===== src/hw/rtl/lfe_pkg.sv =====
package lfe_pkg;

  // Field widths
  localparam int SAMPLE_W   = 16;
  localparam int FRAMES_W   = 21;
  localparam int FRAME_POS_W = 20;
  localparam int CHANNELS_W = 6;
  localparam int CHAN_POS_W = 5;
  localparam int CFG_IDX_W  = 2;
  localparam int CFG_DATA_W = 21;

  // Arithmetic widths: product mag*num, then 2*product + den
  localparam int PROD_W     = SAMPLE_W + FRAME_POS_W;
  localparam int DIVIDEND_W = PROD_W + 1;
  localparam int DIVISOR_W  = FRAME_POS_W + 1;
  localparam int STEP_W     = 4;

  // Register limits
  localparam logic [FRAMES_W-1:0]   MAX_FRAMES   = 21'd1048576;
  localparam logic [CHANNELS_W-1:0] MAX_CHANNELS = 6'd32;

  // Register indexes
  localparam logic [CFG_IDX_W-1:0] CFG_RANGE_FRAMES = 2'd0;
  localparam logic [CFG_IDX_W-1:0] CFG_CHANNELS     = 2'd1;
  localparam logic [CFG_IDX_W-1:0] CFG_FADE_IN      = 2'd2;

  // Sequencer states
  typedef enum logic [4:0] {
    ST_IDLE = 5'b00001,
    ST_MUL  = 5'b00010,
    ST_PREP = 5'b00100,
    ST_DIV  = 5'b01000,
    ST_FIN  = 5'b10000
  } state_t;

endpackage


===== src/hw/rtl/lfe_if.sv =====
// Sample request channel into the fader
interface lfe_in_if import lfe_pkg::*; ();
  logic                       valid;
  logic                       ready;
  logic signed [SAMPLE_W-1:0] sample_in;

  modport source (output valid, output sample_in, input ready);
  modport sink   (input valid, input sample_in, output ready);
endinterface

// Scaled sample request channel out of the fader
interface lfe_out_if import lfe_pkg::*; ();
  logic                       valid;
  logic                       ready;
  logic signed [SAMPLE_W-1:0] sample_out;
  logic                       range_end;

  modport source (output valid, output sample_out, output range_end, input ready);
  modport sink   (input valid, input sample_out, input range_end, output ready);
endinterface


===== src/hw/rtl/linear_fade_envelope.sv =====
// Linear fade-in / fade-out over one range of interleaved audio frames.
// in_ch carries one signed Q1.15 sample per request, frame by frame and
// channel by channel. out_ch returns the sample scaled by
// frame/(N-1) (fade-in) or (N-1-frame)/(N-1) (fade-out), rounded to
// nearest with ties away from zero; range_end flags the last sample.
// The cfg port writes range_frames (0), channels (1) and fade_in (2);
// any write restarts the range at frame 0, channel 0.
// From acceptance to the output register each sample goes through a
// bit-serial multiply, the forming of the rounded dividend, a
// restoring division and a delivery step.
// The shared shift-add unit handles one sample at a time, so the block
// takes no new sample until the last one is in the output register.
// With range_frames at zero a sample is accepted and dropped.
// The output register frees the input side: a new sample is accepted
// while a finished result still waits. If the receiver stalls longer,
// the next result waits in its last step until the register drains.
// Reset returns range_frames 0, channels 1, fade_in 1 and clears both
// counters and the output valid flag.
module linear_fade_envelope import lfe_pkg::*; (
  input  logic                  clk,
  input  logic                  rst_n,
  input  logic                  cfg_we,
  input  logic [CFG_IDX_W-1:0]  cfg_index,
  input  logic [CFG_DATA_W-1:0] cfg_data,
  lfe_in_if.sink                in_ch,
  lfe_out_if.source             out_ch
);

  // Configuration and position registers
  logic [FRAMES_W-1:0]    range_frames_r, range_frames_nxt;
  logic [CHANNELS_W-1:0]  channels_r, channels_nxt;
  logic                   fade_in_r, fade_in_nxt;
  logic [FRAME_POS_W-1:0] frame_pos_r, frame_pos_nxt;
  logic [CHAN_POS_W-1:0]  chan_pos_r, chan_pos_nxt;

  // Datapath registers
  state_t                 state_r, state_nxt;
  logic [STEP_W-1:0]      step_r, step_nxt;
  logic [PROD_W-1:0]      acc_r, acc_nxt;
  logic [SAMPLE_W-1:0]    sh_r, sh_nxt;
  logic [FRAME_POS_W-1:0] num_r, num_nxt;
  logic [DIVISOR_W-1:0]   dv_r, dv_nxt;
  logic [DIVISOR_W-1:0]   rem_r, rem_nxt;
  logic                   neg_r, neg_nxt;
  logic                   zero_r, zero_nxt;
  logic                   end_r, end_nxt;

  // Output register
  logic                   out_valid_r, out_valid_nxt;
  logic [SAMPLE_W-1:0]    out_sample_r, out_sample_nxt;
  logic                   out_end_r, out_end_nxt;

  // Effective register values
  logic [FRAMES_W-1:0]    n_eff;
  logic [FRAMES_W-1:0]    n_minus1;
  logic [FRAME_POS_W-1:0] den;
  logic [CHANNELS_W-1:0]  ch_eff;

  logic                   in_acc;
  logic                   last_ch, last_fr;
  logic [SAMPLE_W-1:0]    raw, mag;
  logic [PROD_W-1:0]      addend;
  logic [DIVIDEND_W-1:0]  dividend;
  logic [DIVISOR_W:0]     trial, diff;
  logic                   ge;
  logic [SAMPLE_W-1:0]    quot, result;
  logic                   out_free;

  assign n_eff    = (range_frames_r > MAX_FRAMES) ? MAX_FRAMES : range_frames_r;
  assign n_minus1 = n_eff - FRAMES_W'(1);
  assign den      = n_minus1[FRAME_POS_W-1:0];
  always_comb begin
    if (channels_r == '0) begin
      ch_eff = CHANNELS_W'(1);
    end else if (channels_r > MAX_CHANNELS) begin
      ch_eff = MAX_CHANNELS;
    end else begin
      ch_eff = channels_r;
    end
  end

  assign in_ch.ready = (state_r == ST_IDLE);
  assign in_acc      = in_ch.valid && in_ch.ready;

  // Position wrap
  assign last_ch = ({1'b0, chan_pos_r} + CHANNELS_W'(1)) >= ch_eff;
  assign last_fr = (frame_pos_r == den);

  // Sign and magnitude of the incoming sample
  assign raw = in_ch.sample_in;
  assign mag = raw[SAMPLE_W-1] ? (SAMPLE_W'(0) - raw) : raw;

  // Shift-add multiply step, dividend forming, restoring divide step
  assign addend   = sh_r[SAMPLE_W-1] ? PROD_W'(num_r) : '0;
  assign dividend = {acc_r, 1'b0} + DIVIDEND_W'(dv_r[DIVISOR_W-1:1]);
  assign trial    = {rem_r, sh_r[SAMPLE_W-1]};
  assign diff     = trial - {1'b0, dv_r};
  assign ge       = (trial >= {1'b0, dv_r});

  assign quot     = zero_r ? '0 : sh_r;
  assign result   = neg_r ? (SAMPLE_W'(0) - quot) : quot;
  assign out_free = !out_valid_r || out_ch.ready;

  always_comb begin
    range_frames_nxt = range_frames_r;
    channels_nxt     = channels_r;
    fade_in_nxt      = fade_in_r;
    frame_pos_nxt    = frame_pos_r;
    chan_pos_nxt     = chan_pos_r;
    state_nxt        = state_r;
    step_nxt         = step_r;
    acc_nxt          = acc_r;
    sh_nxt           = sh_r;
    num_nxt          = num_r;
    dv_nxt           = dv_r;
    rem_nxt          = rem_r;
    neg_nxt          = neg_r;
    zero_nxt         = zero_r;
    end_nxt          = end_r;
    out_valid_nxt    = out_valid_r;
    out_sample_nxt   = out_sample_r;
    out_end_nxt      = out_end_r;

    // Drain the output register
    if (out_ch.ready) begin
      out_valid_nxt = 1'b0;
    end

    case (state_r)
      ST_IDLE: begin
        if (in_acc && n_eff != '0) begin
          neg_nxt  = raw[SAMPLE_W-1];
          sh_nxt   = mag;
          num_nxt  = fade_in_r ? frame_pos_r : (den - frame_pos_r);
          dv_nxt   = {den, 1'b0};
          zero_nxt = (n_eff == FRAMES_W'(1));
          end_nxt  = last_ch && last_fr;
          acc_nxt  = '0;
          step_nxt = '0;
          state_nxt = ST_MUL;
          if (last_ch) begin
            chan_pos_nxt  = '0;
            frame_pos_nxt = last_fr ? '0 : (frame_pos_r + FRAME_POS_W'(1));
          end else begin
            chan_pos_nxt = chan_pos_r + CHAN_POS_W'(1);
          end
        end
      end
      ST_MUL: begin
        acc_nxt  = {acc_r[PROD_W-2:0], 1'b0} + addend;
        sh_nxt   = {sh_r[SAMPLE_W-2:0], 1'b0};
        step_nxt = step_r + STEP_W'(1);
        if (step_r == '1) begin
          state_nxt = ST_PREP;
        end
      end
      ST_PREP: begin
        // Add den for round-half-up on the magnitude
        rem_nxt   = dividend[DIVIDEND_W-1:SAMPLE_W];
        sh_nxt    = dividend[SAMPLE_W-1:0];
        step_nxt  = '0;
        state_nxt = ST_DIV;
      end
      ST_DIV: begin
        rem_nxt  = ge ? diff[DIVISOR_W-1:0] : trial[DIVISOR_W-1:0];
        sh_nxt   = {sh_r[SAMPLE_W-2:0], ge};
        step_nxt = step_r + STEP_W'(1);
        if (step_r == '1) begin
          state_nxt = ST_FIN;
        end
      end
      ST_FIN: begin
        if (out_free) begin
          out_valid_nxt  = 1'b1;
          out_sample_nxt = result;
          out_end_nxt    = end_r;
          state_nxt      = ST_IDLE;
        end
      end
      default: begin
        state_nxt = ST_IDLE;
      end
    endcase

    // Register writes restart the range
    if (cfg_we) begin
      case (cfg_index)
        CFG_RANGE_FRAMES: begin
          range_frames_nxt = cfg_data[FRAMES_W-1:0];
          frame_pos_nxt    = '0;
          chan_pos_nxt     = '0;
        end
        CFG_CHANNELS: begin
          channels_nxt  = cfg_data[CHANNELS_W-1:0];
          frame_pos_nxt = '0;
          chan_pos_nxt  = '0;
        end
        CFG_FADE_IN: begin
          fade_in_nxt   = cfg_data[0];
          frame_pos_nxt = '0;
          chan_pos_nxt  = '0;
        end
        default: begin
        end
      endcase
    end
  end

  // Control state
  always_ff @(posedge clk) begin
    if (!rst_n) begin
      range_frames_r <= '0;
      channels_r     <= CHANNELS_W'(1);
      fade_in_r      <= 1'b1;
      frame_pos_r    <= '0;
      chan_pos_r     <= '0;
      state_r        <= ST_IDLE;
      out_valid_r    <= 1'b0;
    end else begin
      range_frames_r <= range_frames_nxt;
      channels_r     <= channels_nxt;
      fade_in_r      <= fade_in_nxt;
      frame_pos_r    <= frame_pos_nxt;
      chan_pos_r     <= chan_pos_nxt;
      state_r        <= state_nxt;
      out_valid_r    <= out_valid_nxt;
    end
  end

  // Datapath
  always_ff @(posedge clk) begin
    step_r       <= step_nxt;
    acc_r        <= acc_nxt;
    sh_r         <= sh_nxt;
    num_r        <= num_nxt;
    dv_r         <= dv_nxt;
    rem_r        <= rem_nxt;
    neg_r        <= neg_nxt;
    zero_r       <= zero_nxt;
    end_r        <= end_nxt;
    out_sample_r <= out_sample_nxt;
    out_end_r    <= out_end_nxt;
  end

  assign out_ch.valid      = out_valid_r;
  assign out_ch.sample_out = out_sample_r;
  assign out_ch.range_end  = out_end_r;

  // Counters stay inside the range
  a_frame_in_range: assert property (@(posedge clk) disable iff (!rst_n)
    (n_eff != '0) |-> (frame_pos_r <= den))
    else $error("frame position beyond range");

  a_chan_in_range: assert property (@(posedge clk) disable iff (!rst_n)
    ({1'b0, chan_pos_r} < ch_eff))
    else $error("channel position beyond frame");

  // Flagged last sample wraps both counters
  a_end_wraps: assert property (@(posedge clk) disable iff (!rst_n)
    (in_acc && n_eff != '0 && last_ch && last_fr && !cfg_we)
      |=> (frame_pos_r == '0 && chan_pos_r == '0))
    else $error("counters did not wrap after range end");

  // Partial remainder stays below the divisor
  a_rem_bound: assert property (@(posedge clk) disable iff (!rst_n)
    (state_r == ST_DIV && !zero_r) |-> (rem_r < dv_r))
    else $error("divide remainder out of bound");

  // Divide always starts from step zero
  a_div_start: assert property (@(posedge clk) disable iff (!rst_n)
    (state_r == ST_PREP) |=> (state_r == ST_DIV && step_r == '0))
    else $error("divide entered with stale step count");

endmodule

===== src/flat_wrapper.sv =====
// flat-port wrapper written by rule: the top's interface ports become plain ports
module linear_fade_envelope_flat import lfe_pkg::*;
  (clk, rst_n, cfg_we, cfg_index, cfg_data, in_ch_valid, in_ch_sample_in, in_ch_ready, out_ch_valid, out_ch_sample_out, out_ch_range_end, out_ch_ready);
  lfe_in_if in_ch_i ();
  lfe_out_if out_ch_i ();
  input  logic clk;
  input  logic rst_n;
  input  logic cfg_we;
  input  logic [CFG_IDX_W-1:0] cfg_index;
  input  logic [CFG_DATA_W-1:0] cfg_data;
  input wire logic [$bits(in_ch_i.valid)-1:0] in_ch_valid;
  input wire logic [$bits(in_ch_i.sample_in)-1:0] in_ch_sample_in;
  output wire logic [$bits(in_ch_i.ready)-1:0] in_ch_ready;
  output wire logic [$bits(out_ch_i.valid)-1:0] out_ch_valid;
  output wire logic [$bits(out_ch_i.sample_out)-1:0] out_ch_sample_out;
  output wire logic [$bits(out_ch_i.range_end)-1:0] out_ch_range_end;
  input wire logic [$bits(out_ch_i.ready)-1:0] out_ch_ready;
  assign in_ch_i.valid = in_ch_valid;
  assign in_ch_i.sample_in = in_ch_sample_in;
  assign in_ch_ready = in_ch_i.ready;
  assign out_ch_valid = out_ch_i.valid;
  assign out_ch_sample_out = out_ch_i.sample_out;
  assign out_ch_range_end = out_ch_i.range_end;
  assign out_ch_i.ready = out_ch_ready;
  linear_fade_envelope u_core (.clk(clk), .rst_n(rst_n), .cfg_we(cfg_we), .cfg_index(cfg_index), .cfg_data(cfg_data), .in_ch(in_ch_i), .out_ch(out_ch_i));
endmodule

===== config.mk =====
export PLATFORM = sky130hd
export DESIGN_NAME = linear_fade_envelope_flat
export DESIGN_NICKNAME = d
export VERILOG_FILES = /design/src/hw/rtl/lfe_pkg.sv /design/src/hw/rtl/lfe_if.sv /design/src/hw/rtl/linear_fade_envelope.sv /design/src/flat_wrapper.sv
export SDC_FILE = /design/constraint.sdc
export NUM_CORES = 1
export LEC_CHECK = 0
export BUFFER_PORTS_ARGS = -buffer_cell sky130_fd_sc_hd__buf_2
export CAP_MARGIN = 20
export CORE_ASPECT_RATIO = 0.7
export CORE_UTILIZATION = 49
export CTS_BUF_LIST = sky130_fd_sc_hd__clkbuf_16
export CTS_CLUSTER_SIZE = 24
export DETAILED_ROUTE_END_ITERATION = 8
export PLACE_DENSITY_LB_ADDON = 0.08
export SLEW_MARGIN = 20
export SYNTH_ARGS = -nofsm -noshare
export SYNTH_HDL_FRONTEND = slang
export SYNTH_SLANG_ARGS = --single-unit

===== constraint.sdc =====
create_clock -name clk -period 9.45 [get_ports clk]
set_input_delay 2.835 -clock clk [delete_from_list [all_inputs] [get_ports clk]]
set_output_delay 2.835 -clock clk [all_outputs]
set_load 0.01 [all_outputs]

# ---- Word level (Yosys, flattened, before mapping)
# Index checks and enable logic that the tools add are counted.
dict set report classes {
  n_mux 35
  n_lt_le_gt_ge 4
  eq_ne 14
  addsub 11
  n_reduce_logical 23
}
# operator n
set ops {}
lappend ops {{$mux 20} 8}
lappend ops {{$pmux 36 s2} 1}
lappend ops {{$mux 16} 4}
lappend ops {{$pmux 16 s4} 1}
lappend ops {{$mux 5} 9}
lappend ops {{$mux 21} 2}
lappend ops {{$pmux 21 s2} 1}
lappend ops {{$add 37x20->37} 1}
lappend ops {{$add 36x36->36} 1}
lappend ops {{$mux 36} 1}
lappend ops {{$sub 1x16->16 const A} 2}
lappend ops {{$pmux 5 s5} 1}
lappend ops {{$ge 22x21->1} 1}
lappend ops {{$eq 21x1->1 const B} 1}
lappend ops {{$gt 21x21->1 const B} 1}
lappend ops {{$reduce_bool 21->1} 1}
lappend ops {{$sub 21x21->21} 1}
lappend ops {{$add 20x1->20 const B} 1}
lappend ops {{$eq 20x20->1} 1}
lappend ops {{$sub 20x1->20 const B} 1}
lappend ops {{$sub 20x20->20} 1}
lappend ops {{$reduce_and 2->1} 8}
lappend ops {{$mux 6} 2}
lappend ops {{$pmux 4 s3} 1}
lappend ops {{other kinds (28)} 35}
dict set report word_totals {
  elab_cells 105
  ff_bits 196
  in_bits 44
  output_inout_bits 19
}

# ---- Logic depth before layout (Yosys ltp)
# Gate-level depths: netlist (run 1).
dict set report logic_depth {
  ltp_word 10
  ltp_mapped 19
  mapped_depth_nobuf 17
}

# ---- Worst setup path before layout (run 1)
# OpenSTA, ideal clock, no wires.
dict set report synth_timing {
  path_type {input port to flip-flop}
  start {in in_ch_valid}
  end {reg u_core.frame_pos_r[11]}
  arrival_ns 4.460
  path_slack_ns 4.872
  setup_ns 0.117
  cell_stages 7
  path_buffers 1
  cell_sequence {nand2_1 > a21o_1 > inv_2 > nand2_1 > o21ai_2 > buf_2 > nor2_1}
}
dict set report synth_between {
  elab_chain_cells 6
}
# element line
set synth_lines {}
lappend synth_lines {{from (decl)} flat_wrapper.sv:11} ;# input wire logic [$bits(in_ch_i.valid)-1:0] in_ch_valid;
lappend synth_lines {{$logic_and 1x1->1 (*)} linear_fade_envelope.sv:83} ;# assign in_acc = in_ch.valid && in_ch.ready;
lappend synth_lines {{$logic_and 1x1->1 (*)} linear_fade_envelope.sv:131} ;# if (in_acc && n_eff != '0) begin
lappend synth_lines {{$mux 20 (*)} linear_fade_envelope.sv:131}
lappend synth_lines {{$mux 20 (*)} linear_fade_envelope.sv:129} ;# case (state_r)
lappend synth_lines {{$mux 20} linear_fade_envelope.sv:187} ;# case (cfg_index)
lappend synth_lines {{$mux 20 (*)} linear_fade_envelope.sv:186} ;# if (cfg_we) begin
lappend synth_lines {{to (signal assigned)} linear_fade_envelope.sv:223} ;# frame_pos_r <= frame_pos_nxt;
lappend synth_lines {{to (decl)} linear_fade_envelope.sv:33} ;# logic [FRAME_POS_W-1:0] frame_pos_r, frame_pos_nxt;
# Every way passes the cells marked *; elsewhere a longest branch is shown, timed or not.
# A chain may end at the register's enable or synchronous reset.

# ---- Final worst setup path (run 1)
dict set report layout_timing {
  start {reg u_core.range_frames_r[20]}
  end {reg u_core.frame_pos_r[13]}
}
dict set report layout_between {
  elab_chain_cells 10
  elab_cells_between_ends 12
  classes_between {add/sub: 1; order compare: 1; eq/ne: 1; mux: 7; reduce/logical: 2}
}
# element line
set layout_lines {}
lappend layout_lines {{from (decl)} linear_fade_envelope.sv:30} ;# logic [FRAMES_W-1:0] range_frames_r, range_frames_nxt;
lappend layout_lines {{from (signal assigned)} linear_fade_envelope.sv:220} ;# range_frames_r <= range_frames_nxt;
lappend layout_lines {{$gt 21x21->1 (*)} linear_fade_envelope.sv:69} ;# assign n_eff = (range_frames_r > MAX_FRAMES) ? MAX_FRAMES : range_frames_r;
lappend layout_lines {{$mux 21 (*)} linear_fade_envelope.sv:69}
lappend layout_lines {{$sub 20x1->20 (*)} linear_fade_envelope.sv:70} ;# assign n_minus1 = n_eff - FRAMES_W'(1);
lappend layout_lines {{net u_core.n_minus1[0]} linear_fade_envelope.sv:55} ;# logic [FRAMES_W-1:0] n_minus1;
lappend layout_lines {{$eq 20x20->1 (*)} linear_fade_envelope.sv:87} ;# assign last_fr = (frame_pos_r == den);
lappend layout_lines {{$mux 20 (*)} linear_fade_envelope.sv:143} ;# frame_pos_nxt = last_fr ? '0 : (frame_pos_r + FRAME_POS_W'(1));
lappend layout_lines {{$mux 20 (*)} linear_fade_envelope.sv:141} ;# if (last_ch) begin
lappend layout_lines {{$mux 20 (*)} linear_fade_envelope.sv:131}
lappend layout_lines {{$mux 20 (*)} linear_fade_envelope.sv:129}
lappend layout_lines {{$mux 20} linear_fade_envelope.sv:187}
lappend layout_lines {{$mux 20 (*)} linear_fade_envelope.sv:186}
# Mark *: on every way through the listed nets, which the timed path passes. The rest lies on a longest branch.

==> summary.md, run 1 <==
| Metric | Value |
|---|---|
| DRC | `0` |
| Number of flops mapped to enable cells by yosys | `137` |
| CTS root buffer | `clkbuf_16` |
| CP max FO | `24` |
| Met1 WL | `around 19,000 microns` |
| Total length of routed wires | `36,030 microns` |
| Antenna fix cells | `0` |
| RSZ-0062 raised after global routing | `no` |
| Filler Cells Inserted | `2,540` |
| Worst hold path type | `flip-flop to flip-flop` |
| CTS clk-pin slew, worst paths | `0.07 ns` |
| Top Metal Used | `met4` |
| Critical path capture point type | `flip-flop` |
| Top cells by area, synth | `edfxtp_1, dfxtp_1, ha_1` |
| Biggest area consumer among synthesized cells | `edfxtp_1` |
| Final setup violation count | `0` |
| Synth cell types | `80` |
| Worst path max stage delay | `0.82 ns` |
| Io pins | `63` |
| Drt pass-1 iters | `5` |
| GR Overflow Total | `0` |
| Post-synthesis sequential area ratio | `0.3847` |
| Crit path arrival time | `5.57 ns` |
| Worst EP required | `9.75 ns` |
| Largest net degree at the start of global routing | `51` |
| First-pass GRT wire length | `between 50,000 and 60,000 microns` |
| PwrDens | `226.2 nW/um^2` |
| WL met3 | `2304 microns` |
| Slew @ Worst Pin | `approximately 1.0 ns` |
| GP Congestion | `between 0.9 and 1` |
| H-tree levels | `4` |
| Post-Syn Area per Cell | `about 8.9 sq um` |
| Share of layout cells above drive strength 1 | `0.08073` |
| Post-Syn Area | `13,760 sq um` |
| Min Tclk post-route | `~5.3 ns` |
| Die H | `142.2 microns` |
| Leak Pwr | `5.658 nW` |
| Clock Latency Late Sink | `between 0.4 and 0.5 ns` |
| Status | `finished clean` |
| Final Skew | `0.01420 ns` |
| Slowest CP cell | `dfxtp_1` |
| Hold_buf cts | `0` |
| Synth async-reset ratio | `0` |
| Initial antenna violation count | `0` |
| Total core area | `between 20,000 and 30,000 sq um` |
| VDD IR max | `0.0001476 V` |
| Worst slew margin | `0.3115` |
| Synth Register Bits | `196` |
| # clock sinks | `196` |
| Die area | `between 20,000 and 30,000 sq um` |
| F_max | `between 150 and 200 MHz` |
| Yosys top cell area share | `0.2989` |
| Post-CTS sizing | `0` |
| Final slew viol count | `0` |
| Routed length per instance | `between 15 and 20 microns` |
| Crit path kind | `flip-flop to flip-flop` |
| CP most frequent cell | `nor2_1` |
| Finished Cell Area | `~15,000 sq um` |
| Synth-to-Final Area Change | `8.944%` |
| Synth Net Count | `1,681` |
| Via Count | `11.56k` |
| Synth warnings | `0` |
| Synth Flop Type | `edfxtp_1` |
| Area after DPL | `14,410 sq um` |
| Layout Utilization | `0.5523` |
| Critical path cell sequence | `clkinv_1 > nand2_1 > ha_1 > o21ai_1 > nor2_1 > nor2_1 > a311oi_1 > ha_1 > nand2_1 > nor3_1 > or4b_2 > a2111o_1 > o21ai_2 > nor2_1` |
| Die W | `202.3 microns` |
| Num CTS Buffers | `17` |
| Startpoint types | `flip-flop` |
| # nets final | `1,723` |
| Met2 wire length | `14,400 microns` |
| DR vias/cell | `5.889` |
| Setup TNS | `0 ns` |
| Final Cycle Share | `0.5582` |
| Clk buf depth | `2` |
| Final hold violations | `0` |
| GRT Overall Usage | `0.2558` |
| Post-synthesis instance total | `1,543` |
| CTS tree | `done` |
| Antenna Violating Nets Remaining | `0` |
| I/O Buffers | `62` |
| Crit path max-delay family | `compound AO/OA/AOI/OAI gates` |
| DRT iter0 DRCs | `between 800 and 900` |
| Vias in the first global route | `10.65k` |
| Initial Util | `0.5070` |
| Number of max-cap violations | `0` |
| Placed Cells | `1,930` |
| Crit path buffers/inverters | `1` |
| Post-Layout Cell Count | `1,962` |
| Row count | `50` |
| Placed wire-length estimate | `27,940 microns` |
| Setup Buffers After CTS | `0` |
[logic make-up (layout without fill, tap and decap cells)]
group / count (synthesis) / in the layout / share of synthesized area
mux: 22 / 22 / 0.01636
buf+inv: 124 / 179 / 0.03563
compound gates: 419 / 419 / 0.1993
simple gates: 565 / 565 / 0.1981
flops: 196 / 196 / 0.3847
fa+ha+maj: 94 / 94 / 0.08763
xor+xnor: 123 / 123 / 0.07827
[cells in the final DEF, fill, tap and decap left out, types with 16 or more instances in the layout]
master     count
nand2_1      187
edfxtp_1     137
nor2_1       133
a21oi_1      110
ha_1          90
o21ai_0       87
inv_1         75
xnor2_1       63
buf_2         62
xor2_1        60
dfxtp_1       59
nor3_1        44
nand3_1       33
a21boi_0      31
and2_1        28
a211oi_1      28
o21a_1        26
a21o_1        26
nand2b_1      22
nor2b_1       21
mux2i_1       18
or3_1         17
clkbuf_16     17
and3_1        16
[cells in the mapped netlist, types with 10 or more instances]
master / instances
o21ai_0: 87
a21oi_1: 110
nand2_1: 187
a21o_1: 26
a31oi_1: 11
nor2_1: 133
ha_1: 90
nand2b_1: 22
a21boi_0: 31
or3_1: 17
nand4_1: 13
clkbuf_1: 41
o211ai_1: 10
mux2i_1: 18
nor2b_1: 21
o21a_1: 26
and2_1: 28
edfxtp_1: 137
and3_1: 16
inv_1: 73
xnor2_1: 63
nand3b_1: 11
xor2_1: 60
nand3_1: 33
o31ai_1: 11
dfxtp_1: 59
nor3_1: 44
a211oi_1: 28
[through the flow]
step,setup slack (ns),hold WS [ns],power [mW]
floorplan,4.872,0.4003,2.259
finish,4.175,0.4732,3.392
global placement,4.067,0.4629,2.629
global route,3.766,0.4849,3.607
detailed placement,3.957,0.4660,2.647
CTS,4.277,0.4833,3.389
[report_power, final]
part	switching, mW	internal [mW]	total [mW]
Sequential	0.170	1.14	1.31
Clock	0.327	0.413	0.741
Combinational	0.822	0.520	1.34
[worst reg2reg max path: stages (launching register included)]
cell and delay (ns):
dfxtp_1 0.82, clkinv_1 0.47, nand2_1 0.21, ha_1 0.26, o21ai_1 0.21, nor2_1 0.18
nor2_1 0.06, a311oi_1 0.63, ha_1 0.30, nand2_1 0.12, nor3_1 0.23, or4b_2 0.61
a2111o_1 0.36, o21ai_2 0.55, nor2_1 0.11
[path summary, 6_finish.rpt]
| check | from | endpoint | slack [ns] | depth (start not counted) |
|---|---|---|---|---|
| setup / recovery | u_core.range_frames_r[20]$_SDFFE_PN0P_ | u_core.frame_pos_r[13]$_SDFF_PN0_ | 4.17 | 14 |
| hold / removal | u_core.end_r$_DFFE_PP_ | u_core.out_ch.range_end$_DFFE_PP_ | 0.47 | 0 |
| setup reg to reg | u_core.range_frames_r[20]$_SDFFE_PN0P_ | u_core.frame_pos_r[13]$_SDFF_PN0_ | 4.17 | 14 |
| hold reg to reg | u_core.end_r$_DFFE_PP_ | u_core.out_ch.range_end$_DFFE_PP_ | 0.47 | 0 |
[cell type report]
| cell class | instances | area, sq um | area share |
|---|---|---|---|
| clock buffer | 17 | 425.4 | 0.02837 |
| multi-input combinational | 1223 | 7990 | 0.5328 |
| tap | 364 | 455.4 | 0.03037 |
| inverter | 75 | 281.5 | 0.01877 |
| clock inverter | 15 | 162.7 | 0.01085 |
| sequential | 196 | 5295 | 0.3531 |
| timing repair buffer | 72 | 385.4 | 0.02570 |
[registers in the layout, summed over array words and instances (netlist names)]
name / cells
u_core.rem_r: 21
u_core.acc_r: 36
u_core.out_ch.sample_out: 16
u_core.chan_pos_r: 5
u_core.dv_r: 20
u_core.out_ch.valid: 1
u_core.zero_r: 1
u_core.frame_pos_r: 20
u_core.channels_r: 6
u_core.neg_r: 1
u_core.out_ch.range_end: 1
u_core.end_r: 1
u_core.range_frames_r: 21
u_core.fade_in_r: 1
u_core.sh_r: 16
u_core.step_r: 4
u_core.state_r: 5
u_core.num_r: 20
[layer usage]
| metal | track usage | vias up |
|---|---|---|
| li1 | - | 5706 |
| met1 | 0.3979 | 5490 |
| met2 | 0.3625 | 331 |
| met3 | 0.04327 | 28 |
| met4 | 0.06213 | 0 |
| met5 | 0 | - |
Note: power is estimated with default switching activity, not from simulation.
==> run 2, diff against run 1 <==
==> constraint.sdc (replaced) <==
create_clock -name clk -period 5 [get_ports clk]
set_input_delay 1.5 -clock clk [delete_from_list [all_inputs] [get_ports clk]]
set_output_delay 1.5 -clock clk [all_outputs]
set_load 0.01 [all_outputs]
==> run 2 against run 1 <==
Clock power grew 100%. Clock skew is 0.0042 ns higher. First-iteration DRC count up 23%. Critical path depth up 2. Register-to-register slack lost 3.7 ns. Total power is 93% higher. Wire length up 2.2%. Non-clock buffer count rose by 7.
==> summary.md, run 2 (synthesis results as in run 1) <==
| Metric | Value |
|---|---|
| Routed length per instance | `18.70 microns` |
| F_max | `about 220 MHz` |
| Via Count | `11.55k` |
| CTS root buffer | `clkbuf_16` |
| Share of layout cells above drive strength 1 | `0.08723` |
| GP Congestion | `0.9203` |
| Critical path capture point type | `flip-flop` |
| Startpoint types | `flip-flop` |
| First-pass GRT wire length | `58,110 microns` |
| Slowest CP cell | `or4b_2` |
| Final hold violations | `0` |
| Crit path from | `u_core.range_frames_r[11]$_SDFFE_PN0P_` |
| GRT Overall Usage | `0.2599` |
| Total core area | `approximately 27,000 sq um` |
| DRT iter0 DRCs | `1,101` |
| Critical path cell sequence | `nor4_1 > and3_1 > nor4b_2 > nand2_1 > nand2_2 > o21ai_0 > a21oi_1 > a31oi_1 > ha_1 > nand4_1 > or4b_2 > a2111o_1 > o21ai_0 > a31oi_1 > o21ai_0 > o41ai_1` |
| Clk buf depth | `2` |
| DRC | `0` |
| Placed wire-length estimate | `28,410 microns` |
| Synth-to-Final Area Change | `9.817%` |
| Row count | `50` |
| Num CTS Buffers | `17` |
| Top reg by flops | `u_core.acc_r` |
| Slew @ Worst Pin | `1.048 ns` |
| Vias in the first global route | `10.54k` |
| Commonest non-fill, non-tap cell in the layout | `nand2_1` |
| CP max FO | `12` |
| Largest net degree at the start of global routing | `45` |
| Initial Util | `0.5070` |
| RSZ-0062 raised after global routing | `no` |
| Drt pass-1 iters | `5` |
| Worst slew margin | `0.2993` |
| Hold path start | `u_core.fade_in_r$_SDFFE_PN1P_` |
| Worst EP required | `~5.3 ns` |
| Placed Cells | `between 1.5k and 2k` |
| Total length of routed wires | `36,820 microns` |
| Post-Layout Cell Count | `around 2k` |
| Number of flip-flops in the largest register | `36` |
| Final Cycle Share | `0.8978` |
| PwrDens | `433.1 nW/um^2` |
| Die H | `approximately 140 microns` |
| Die area | `roughly 29,000 sq um` |
| Io pins | `63` |
| Crit path max-delay family | `simple AND/OR/NAND/NOR gates` |
| Crit path kind | `flip-flop to flip-flop` |
| Final slew viol count | `0` |
| Worst hold path type | `flip-flop to flip-flop` |
| CP most frequent cell | `o21ai_0` |
| CTS tree | `done` |
| Antenna Violating Nets Remaining | `0` |
| Crit path arrival time | `between 4 and 5 ns` |
| CTS clk-pin slew, worst paths | `0.07 ns` |
| Most frequent cells in the layout | `nand2_1, edfxtp_1, nor2_1` |
| Initial antenna violation count | `0` |
| Biggest regs | `u_core.acc_r x36, u_core.range_frames_r x21, u_core.rem_r x21` |
| Antenna fix cells | `0` |
| Min Tclk post-route | `~4.5 ns` |
| GR Overflow Total | `0` |
| Worst path max stage delay | `0.71 ns` |
| H-tree levels | `4` |
| Total power | `6.546 mW` |
| VDD IR max | `roughly 0.00027 V` |
| Die W | `202.3 microns` |
| Final setup violation count | `0` |
| Final Skew | `0.01843 ns` |
| # nets final | `1,730` |
| Clock Latency Late Sink | `0.45 ns` |
| I/O Buffers | `62` |
| # clock sinks | `196` |
| Leak Pwr | `5.717 nW` |
| Number of max-cap violations | `0` |
| DR vias/cell | `5.864` |
| Setup TNS | `0 ns` |
| R2r startpoint | `u_core.range_frames_r[11]$_SDFFE_PN0P_` |
| Status | `finished clean` |
| Crit path buffers/inverters | `0` |
==> run 2: final timing paths <==
| path | to | slack, ns | depth (start not counted) |
|---|---|---|---|
| worst max-delay path | u_core.frame_pos_r[10]$_SDFF_PN0_ | 0.51 | 16 |
| worst min-delay path | u_core.fade_in_r$_SDFFE_PN1P_ | 0.48 | 2 |
| worst max register to register | u_core.frame_pos_r[10]$_SDFF_PN0_ | 0.51 | 16 |
| worst min register to register | u_core.fade_in_r$_SDFFE_PN1P_ | 0.48 | 2 |
==> run 2: power by group <==
group          leakage (nW)  internal [mW]  switching, mW
registers              1.76           2.15          0.323
logic                  3.65           1.00           1.56
clock network         0.308          0.844          0.661
==> run 2: per-stage QoR <==
stage	utilization	area, sq um	hold WS, ns	setup slack (ns)
final	0.5567	15120	0.4815	0.5112
after global routing	0.5567	15120	0.4999	0.06465
after CTS	0.5562	15100	0.4876	0.2905
after detailed placement	0.5330	14470	0.4686	0.3200
after global placement	0.5330	14470	0.4605	0.5479
after floorplan	-	13760	0.4003	0.8225
==> run 2: tightest hold or removal path: stages, from the launching register on <==
cell and delay [ns]:
dfxtp_1 0.33, mux2i_1 0.07, nand2_1 0.06
==> run 2: layer usage <==
layer | wire (microns) | up-vias | GRT usage
met5 | 0 | - | 0
met1 | 19550 | 5463 | 0.4123
met2 | 14600 | 335 | 0.3643
met3 | 2127 | 27 | 0.03342
met4 | 542 | 0 | 0.06886
li1 | - | 5721 | -
==> run 2: final cells by class <==
| class | instances | area [sq um] |
|---|---|---|
| clock buffer | 17 | 425.4 |
| clock inverter | 15 | 203.9 |
| fill | 2499 | 12040 |
| inverter | 75 | 281.5 |
| multi-input combinational | 1223 | 8004 |
| sequential | 196 | 5295 |
| tap | 364 | 455.4 |
| timing repair buffer | 79 | 450.4 |
==> run 2: repair_timing <==
action	CTS	global route
hold buffers	0	0
gates resized for setup	0	3
setup buffers	0	0
endpoints found under the setup margin	0	2
==> run 3, diff against run 2 <==
--- a/config.mk
+++ b/config.mk
@@ -5,6 +5,7 @@
 export SDC_FILE = /design/constraint.sdc
 export NUM_CORES = 1
 export LEC_CHECK = 0
+export ABC_AREA = 1
 export BUFFER_PORTS_ARGS = -buffer_cell sky130_fd_sc_hd__buf_2
 export CAP_MARGIN = 20
 export CORE_ASPECT_RATIO = 0.7
@@ -13,6 +14,7 @@
 export CTS_CLUSTER_SIZE = 24
 export DETAILED_ROUTE_END_ITERATION = 8
 export PLACE_DENSITY_LB_ADDON = 0.08
+export SETUP_SLACK_MARGIN = 0.1
 export SLEW_MARGIN = 20
 export SYNTH_ARGS = -nofsm -noshare
 export SYNTH_HDL_FRONTEND = slang
==> run 3 against run 2 <==
Non-clock buffer count shrank 7. Global-route usage up 3.0 points. Final area is 1.5% higher. Clock power shrank 7%. Total power decreased by 11%. Fmax increased by 3.0%. Synthesized area increased by 2.2%. Utilization fell by 0.91 points. Cell count rose by 16%. Die area rose by 2.2%. Register-to-register slack better by 0.13 ns. First-iteration DRC count is 17% higher. Largest power group is now sequential cells. Highest routed layer unchanged.
==> summary.md, run 3 <==
| Metric | Value |
|---|---|
| CTS tree | `done` |
| Synth-to-Final Area Change | `9.055%` |
| Final hold violations | `0` |
| Leak Pwr | `~6.7 nW` |
| Status | `finished clean` |
| PwrDens | `381.8 nW/um^2` |
| Total core area | `28,010 sq um` |
| RSZ-0062 raised after global routing | `no` |
| Commonest non-fill, non-tap cell in the layout | `nand2_1` |
| XOR/XNOR Fraction of Synth Area | `0.04670` |
| Die H | `approximately 140 microns` |
| GP Congestion | `0.9571` |
| GRT Overall Usage | `0.2904` |
| Final setup violation count | `0` |
| Crit path arrival time | `between 4 and 5 ns` |
| Most numerous cell in the Yosys netlist | `nand2_1` |
| Gr busiest metal | `met1` |
| Min Tclk post-route | `4.357 ns` |
| Total length of routed wires | `41,520 microns` |
| Synth warnings | `0` |
| Clock Latency Late Sink | `~0.45 ns` |
| Antenna Violating Nets Remaining | `0` |
| Crit path kind | `flip-flop to flip-flop` |
| Post-Syn Area per Cell | `7.657 sq um` |
| Biggest area consumer among synthesized cells | `edfxtp_1` |
| Post-synthesis sequential area ratio | `0.3764` |
| VDD IR max | `around 0.00026 V` |
| Clk buf depth | `2` |
| H-tree levels | `4` |
| Synth Register Bits | `196` |
| Biggest regs | `u_core.acc_r x36, u_core.range_frames_r x21, u_core.rem_r x21` |
| Row count | `51` |
| Top cells by area, synth | `edfxtp_1, nand2_1, dfxtp_1` |
| Worst slew margin | `0.3467` |
| Setup TNS | `0 ns` |
| Met1 usage | `0.4673` |
| Via Count | `12.91k` |
| Final Skew | `0.01392 ns` |
| Most frequent cells in the layout | `nand2_1, inv_1, nor2_1` |
| Post-Syn Area | `approximately 14,000 sq um` |
| Number of flip-flops in the largest register | `36` |
| CTS clk-pin slew, worst paths | `0.08 ns` |
| Share of layout cells above drive strength 1 | `0.08443` |
| Die area | `approximately 30,000 sq um` |
| Filler Cells Inserted | `approximately 2.7k` |
| Synth cell types | `roughly 60` |
| Final Cycle Share | `0.8714` |
| Startpoint types | `flip-flop` |
| CTS root buffer | `clkbuf_16` |
| Top cells by instance count after synthesis | `nand2_1, inv_1, nor2_1, a21oi_1, o21ai_0` |
| Io pins | `63` |
| Final slew viol count | `0` |
| Adder-Cell Fraction of Synth Area | `0.08575` |
| Synth Net Count | `1,975` |
| Antenna fix cells | `0` |
| I/O Buffers | `62` |
| GR Overflow Total | `0` |
| Largest net degree at the start of global routing | `51` |
| Yosys top cell area share | `0.2925` |
| # clock sinks | `196` |
| Worst hold path type | `flip-flop to flip-flop` |
| DR vias/cell | `5.668` |
| Post-synthesis compound-gate area fraction | `0.1705` |
| Synth Area in Simple Gates | `0.2444` |
| Routed length per instance | `18.23 microns` |
| Setup Buffers After CTS | `0` |
| Initial antenna violation count | `1` |
| Synth Flop Type | `edfxtp_1` |
| Num CTS Buffers | `17` |
| Slew @ Worst Pin | `just under 1 ns` |
| Vias in the first global route | `11.67k` |
| Critical path capture point type | `flip-flop` |
| # nets final | `2,032` |
| Top reg by flops | `u_core.acc_r` |
| Placed wire-length estimate | `between 30,000 and 40,000 microns` |
| Met2 usage | `0.3898` |
| Die W | `204.5 microns` |
| First-pass GRT wire length | `65,250 microns` |
| CP max FO | `31` |
| GRT met3 Usage | `0.05624` |
| Number of max-cap violations | `0` |
| Drt pass-1 iters | `6` |
| Number of flops mapped to enable cells by yosys | `137` |
| Main combinational cell family by area after synthesis | `simple AND/OR/NAND/NOR gates` |
| Initial Util | `0.5021` |
| Mux cell area share after synthesis | `0` |
| Synth async-reset ratio | `0` |
| Worst EP required | `5.19 ns` |
| DRC | `0` |
| Hold_buf cts | `0` |
| F_max | `229.5 MHz` |
| DRT iter0 DRCs | `1,291` |
| Min Hold Slack | `0.5082 ns` |
| Post-synthesis instance total | `1,837` |
[run 3: changes by cell type after synthesis, sizes merged, moves of 45 or more]
cell and delta:
nand3 +62, inv +162, xnor2 -45, a21oi +63, nor2 +80, nand2 +164
o21ai +76
[run 3: final timing paths]
kind	from	endpoint	slack, ns	depth (start not counted)
max	u_core.range_frames_r[13]$_SDFFE_PN0P_	u_core.num_r[19]$_DFFE_PP_	0.64	21
min	u_core.out_ch.valid$_SDFF_PN0_	u_core.out_ch.valid$_SDFF_PN0_	0.51	2
max reg2reg	u_core.range_frames_r[13]$_SDFFE_PN0P_	u_core.num_r[19]$_DFFE_PP_	0.64	21
min reg2reg	u_core.out_ch.valid$_SDFF_PN0_	u_core.out_ch.valid$_SDFF_PN0_	0.51	2
[run 3: metrics by stage]
step | worst slack (ns) | util | instances | power, mW | area (sq um)
3_5_place_dp | 0.5941 | 0.5269 | 2246 | 4.417 | 14760
4_1_cts | 0.5622 | 0.5474 | 2278 | 5.821 | 15330
3_3_place_gp | 0.7675 | 0.5269 | 2246 | 4.403 | 14760
2_1_floorplan | 1.169 | - | 1837 | 3.767 | 14070
6_report | 0.6429 | 0.5476 | 2278 | 5.857 | 15340
5_1_grt | 0.2384 | 0.5476 | 2278 | 6.217 | 15340
[run 3: cell type report]
class | instances | area [sq um] | share of cell area
Multi-Input combinational cell | 1367 | 7714 | 0.5029
Sequential cell | 196 | 5295 | 0.3452
Tap cell | 371 | 464.2 | 0.03026
Timing Repair Buffer | 72 | 385.4 | 0.02512
Inverter | 240 | 905.9 | 0.05905
Clock buffer | 18 | 450.4 | 0.02936
Clock inverter | 14 | 125.1 | 0.008157
[run 3: routing by layer]
metal  routed length, microns  share of wire  vias up
met5                        0              0        -
met4                      444          0.011        0
met3                     3972          0.096       25
met2                    15660           0.38      536
met1                    21440           0.52     5958
li1                         -              -     6393
[run 3: what timing repair did]
item                                   4_1_cts  5_1_grt
setup endpoints to repair                    0        2
gates resized for setup                      0        1
endpoints found under the hold margin        0        0
[run 3: kinds of logic after synthesis]
family / Yosys count
xor gates and xnor gates: 75
DFF: 196
AOI/OAI and AO/OA: 429
buffers and inverters: 274
and+or+nand+nor: 769
adders and majority gates: 94
[run 3: critical path, stage by stage (launching register included)]
cell and delay, ns:
dfxtp_1 0.45, nor2_1 0.08, nand2_1 0.07, nor2_1 0.05, nand3_1 0.13, nand2_4 0.21, nand2_1 0.20, ha_1 0.16
inv_1 0.09, nor4_1 0.57, nand2_1 0.14, xor2_1 0.32, ha_1 0.34, a21oi_1 0.19, o21ai_0 0.16, a21oi_1 0.19
nand3_1 0.14, a21oi_1 0.16, o21bai_1 0.09, or2_1 0.23, nand3_1 0.06, nand2_1 0.07
[run 3: report_power, final]
part	switching (mW)	internal, mW
clock network	0.674	0.726
registers	0.218	2.04
logic	1.50	0.707
